**config.mk**
```make
export PLATFORM = sky130hd
export DESIGN_NAME = nocd_isqrt
export DESIGN_NICKNAME = d
export VERILOG_FILES = /design/src/design/nocd_pkg.sv /design/src/design/nocd_isqrt.sv
export SDC_FILE = /design/constraint.sdc
export NUM_CORES = 1
export LEC_CHECK = 0
export ABC_CLOCK_PERIOD_IN_PS = 10300
export BUFFER_PORTS_ARGS = -buffer_cell sky130_fd_sc_hd__buf_2
export CORE_ASPECT_RATIO = 1.75
export CORE_MARGIN = 8
export CORE_UTILIZATION = 40
export DETAILED_ROUTE_END_ITERATION = 10
export PLACE_DENSITY_LB_ADDON = 0.08
export REMOVE_ABC_BUFFERS = 1
export SLEW_MARGIN = 0
export SYNTH_ARGS = -nofsm -noshare
export SYNTH_HDL_FRONTEND = slang
export SYNTH_SLANG_ARGS = --single-unit
```
**constraint.sdc**
```tcl
create_clock -name clk -period 10.3 [get_ports clk]
set_input_delay 0 -clock clk [delete_from_list [all_inputs] [get_ports clk]]
set_output_delay 0 -clock clk [all_outputs]
set_load 0.005 [all_outputs]
```
**src/design/nocd_pkg.sv**
```systemverilog
// package: widths, register indexes and arithmetic helpers for the clearance core
package nocd_pkg;
	localparam int GridWidthDef  = 64;
	localparam int GridHeightDef = 64;
	localparam int StoreDepth    = 4096;
	localparam int AddrW         = 12;
	localparam int CfgIdxW       = 3;
	localparam int ThresholdLimit = 100;

	typedef enum logic [CfgIdxW-1:0] {
		REG_ORIGIN_X  = 3'd0,
		REG_ORIGIN_Y  = 3'd1,
		REG_YAW_COS   = 3'd2,
		REG_YAW_SIN   = 3'd3,
		REG_CELL_SIZE = 3'd4,
		REG_THRESHOLD = 3'd5,
		REG_GRID_VALID = 3'd6
	} reg_idx_t;

	localparam logic KIND_WRITE = 1'b0;
	localparam logic KIND_QUERY = 1'b1;

	typedef struct packed {
		logic               kind;
		logic [11:0]        cell_index;
		logic signed [7:0]  occ_value;
		logic signed [31:0] point_x;
		logic signed [31:0] point_y;
		logic [30:0]        max_distance;
	} in_item_t;

	typedef struct packed {
		logic [30:0] clearance;
	} out_item_t;

	typedef struct packed {
		logic [CfgIdxW-1:0] index;
		logic [31:0]        data;
	} cfg_item_t;

	// magnitude of a 2^-31 unit value rounded half away to q16.16, saturated at 2^31
	function automatic logic [31:0] round_mag(input logic signed [63:0] d);
		logic [63:0] m;
		logic [63:0] q;
		begin
			m = d[63] ? 64'(-d) : 64'(d);
			q = (m + 64'd16384) >> 15;
			round_mag = (q > 64'h8000_0000) ? 32'h8000_0000 : q[31:0];
		end
	endfunction
endpackage

```
**src/design/nocd_isqrt.sv**
```systemverilog
// iterative 64-bit integer square root, one result bit per cycle
module nocd_isqrt import nocd_pkg::*; (
	input  logic        clk,
	input  logic        arst_n,
	input  logic        start,
	input  logic [63:0] radicand,
	output logic        done,
	output logic [31:0] root
);
	logic [63:0] n_q;
	logic [63:0] r_q;
	logic [63:0] bit_q;
	logic        busy_q;

	assign root = r_q[31:0];

	always_ff @(posedge clk or negedge arst_n) begin
		if (!arst_n) begin
			busy_q <= 1'b0;
			done   <= 1'b0;
		end else begin
			done <= 1'b0;
			if (start) begin
				busy_q <= 1'b1;
			end else if (busy_q) begin
				if (bit_q == 64'd0) begin
					busy_q <= 1'b0;
					done   <= 1'b1;
				end
			end
		end
	end

	always_ff @(posedge clk) begin
		if (start) begin
			n_q   <= radicand;
			r_q   <= 64'd0;
			bit_q <= 64'h4000_0000_0000_0000;
		end else if (busy_q && bit_q != 64'd0) begin
			if (n_q >= r_q + bit_q) begin
				n_q <= n_q - (r_q + bit_q);
				r_q <= (r_q >> 1) + bit_q;
			end else begin
				r_q <= r_q >> 1;
			end
			bit_q <= bit_q >> 2;
		end
	end
endmodule

```
==> flow_summary.ini <==
[worst_setup_path]
crit_type = flip-flop to flip-flop
crit_path_start_kind = flip-flop
worst-path-max-fanout = 92
critPathSlowestCell = o21ai_4
path_cells = ha_1, a311oi_1, o31ai_1, a31oi_2, a311oi_4, o21ai_2, o41ai_4, a311oi_2, and2b_1, xnor2_1, ha_1, nand4_1, nor2b_1, nand3_1, nor4_1, a21oi_4, buf_4, o21ai_4, buf_4
r2r-end = n_q[18]
critPathMaxStageDelay_ns = 0.96
crit_arrival_ns = 7.18
r2r_setup_slack_ns = 3.22
r2r_start = r_q[10]
rr_worst_depth = 19
required_ns = 10.40
end_kind = flip-flop

[sta]
slew_headroom_pct = 27.92
finalSetupTns_ns = 0
hold_ws_ns = 0.03888
hold_viol_final = 0
period_share_pct = 68.75
rsz0062_at_grt = no
finalMaxSlewViolations = 0
fin_skew_ns = 0.01247
fmax_mhz = 141.2
worst_pin_slew_ns = 1.077
finalSetupViolations = 0
layout_min_cycle_time_ns = 7.081

[yosys]
synth_top_cell_area_share_pct = 12.79
syn-instance-count = 1895
synth.distinct_cells = 89
async_reset_ff_share_pct = 1.235
synth_edf_count = 64
synth_seq_cells = 162
netlist_top_cells_area = dfxtp_1, edfxtp_1, ha_1
synthFlopType = dfxtp_1
yosysSeqAreaShare_pct = 25.92
synth.yosys.warnings = 0
syn-cell-area_mm2 = 0.01502
syn_area_per_cell_um2 = 7.927
netlist.top_cell.by_area = dfxtp_1
synth_common_cells = nand2_1, o21ai_0, a21oi_1, ha_1, nor2_1
synth.most_common_cell = nand2_1

[grt]
grt_pass1_wl_um = 79810
antenna_found_initial = 0
grt_pass1_vias = 14595
grt_max_degree = 93
grt-ovfl-total = 0
grt_usage_pct = 23.13

[status]
outcome = finished, final reports clean

[floorplanning]
initial_core_util_pct = 40.29
dieArea_mm2 = 0.04426
pin_count = 100
core_area_mm2 = 0.03728
die_w_um = 162.5
die_h_um = 272.4
num_rows = 94

[drt]
ant_nets = 0
wl_um = 51060
wl_per_cell_um = 20.86
vias = 14292
drt_iter0_markers = 737
viasPerCell = 5.838
drt-pass1-iter-count = 5
drc = 0

[clock_network]
cts_root_buf = clkbuf_16
cts-resized-gates = 0
clockBufferDepth = 2
cts_tree = built
worstSkewPairLatency_ns = 0.46
cts_htree_levels = 4
path_clk_slew_ns = 0.07
cts_sinks = 162
cts_buffers = 17

[pwr]
power_mw = 4.207
leakagePower_nw = 6.411
peakVddDrop_mv = 0.2196
cellPowerDensity_mw_per_mm2 = 250.6

[flow_run]
maxCapViolations = 0

[final_layout]
drive_above_1_share_pct = 9.807
diodes = 0
areaGrowthSynthToFinish_pct = 11.74
nets = 2153

[worst_hold_path]
min_from = radicand[57]
hold_path_end = n_q[57]
hold_depth = 3
min_path_type = primary input to flip-flop

[placement]
gp_congestion = 0.9474
port_buffers = 99
hpwl_um = 40070
## metal layers
layer	track usage (%)	vias up	routed length [um]
met5	0	-	0
met1	21.24	6726	17440
met4	15.29	0	3257
li1	-	7075	-
met3	3.175	130	1657
met2	45.68	361	28710
## cell families (layout without fill, tap and decap cells)
logic type      count (synthesis)  after routing  synth area share (%)
compound gates                651            651                 28.49
simple gates                  594            594                 18.46
xor+xnor                      174            174                 10.14
buf+inv                       173            246                 5.347
flops                         162            162                 25.92
fa+ha+maj                     131            131                 10.96
mux                            10             10                0.6830
## critical path: cells and delay by family, from the launching register on
kind	cells	cell delay, ns
AOI/OAI and AO/OA	9	3.02
and+or+nand+nor	5	1.27
buffers and inverters	2	0.94
adders and majority gates	2	0.76
DFF	1	0.52
xor gates and xnor gates	1	0.15
## power breakdown
| group | switching, mW | internal [mW] |
|---|---|---|
| clock network | 0.308 | 0.353 |
| registers | 0.148 | 0.909 |
| logic | 1.57 | 0.925 |
| total | 2.02 | 2.19 |
## stage by stage
| step | worst slack [ns] | cell area [um2] | std cells | utilization [%] |
|---|---|---|---|---|
| 3_5_place_dp | 3.204 | 15560 | 2351 | 41.73 |
| 4_1_cts | 3.186 | 16790 | 2448 | 45.02 |
| 6_report | 3.219 | 16790 | 2448 | 45.02 |
| 2_1_floorplan | -2.652 | 14380 | 1765 | - |
| 5_1_grt | 2.660 | 16790 | 2448 | 45.02 |
| 3_3_place_gp | 3.321 | 15560 | 2351 | 41.73 |
## worst max-delay path by stage
stage                  from      end  slack (ns)  cells after the start
CTS                 r_q[10]  n_q[18]        3.19                     21
global placement    r_q[12]  n_q[12]        3.32                     20
finish              r_q[10]  n_q[18]        3.22                     19
floorplan           r_q[20]   n_q[0]       -2.65                     20
global route        r_q[20]  n_q[18]        2.66                     20
detailed placement  r_q[10]  n_q[12]        3.20                     21
## flip-flops by register name, indices dropped and copies added, names as in the netlist
| register | count |
|---|---|
| r_q | 64 |
| n_q | 64 |
| bit_q | 32 |
| done | 1 |
| busy_q | 1 |
## what timing repair did
item	CTS	global route
hold buffers	65	0
setup buffers	0	0
hold endpoints to repair	65	0
setup endpoints to repair	0	0
## layout make-up
cell class,count,area [um2]
clock inverter,12,117.6
tap,480,600.6
sequential,162,3894
clock buffer,20,457.9
multi-input combinational,1560,10350
timing repair buffer,171,1201
fill,3783,20500
inverter,43,161.4
## layout by cell type (no fill, tap or decap), drive strengths merged, types with 8 or more instances in the layout
master,instances
nand3,21
buf,106
edfxtp,64
and3,14
xnor2,99
a21oi,135
dlygate4sd3,65
nor3,26
nand2b,15
a31o,16
dfxtp,96
a22o,45
nor2b,18
nor2,121
o21ai,193
a211oi,14
mux2i,8
or2,8
nand2,260
o31ai,19
ha,130
inv,50
a31oi,57
nand4,53
clkbuf,20
nor4,18
o21a,18
and2,16
xor2,75
o22ai,8
a21o,39
or3,9
o21bai,32
Power figures use the tool's default switching activity.
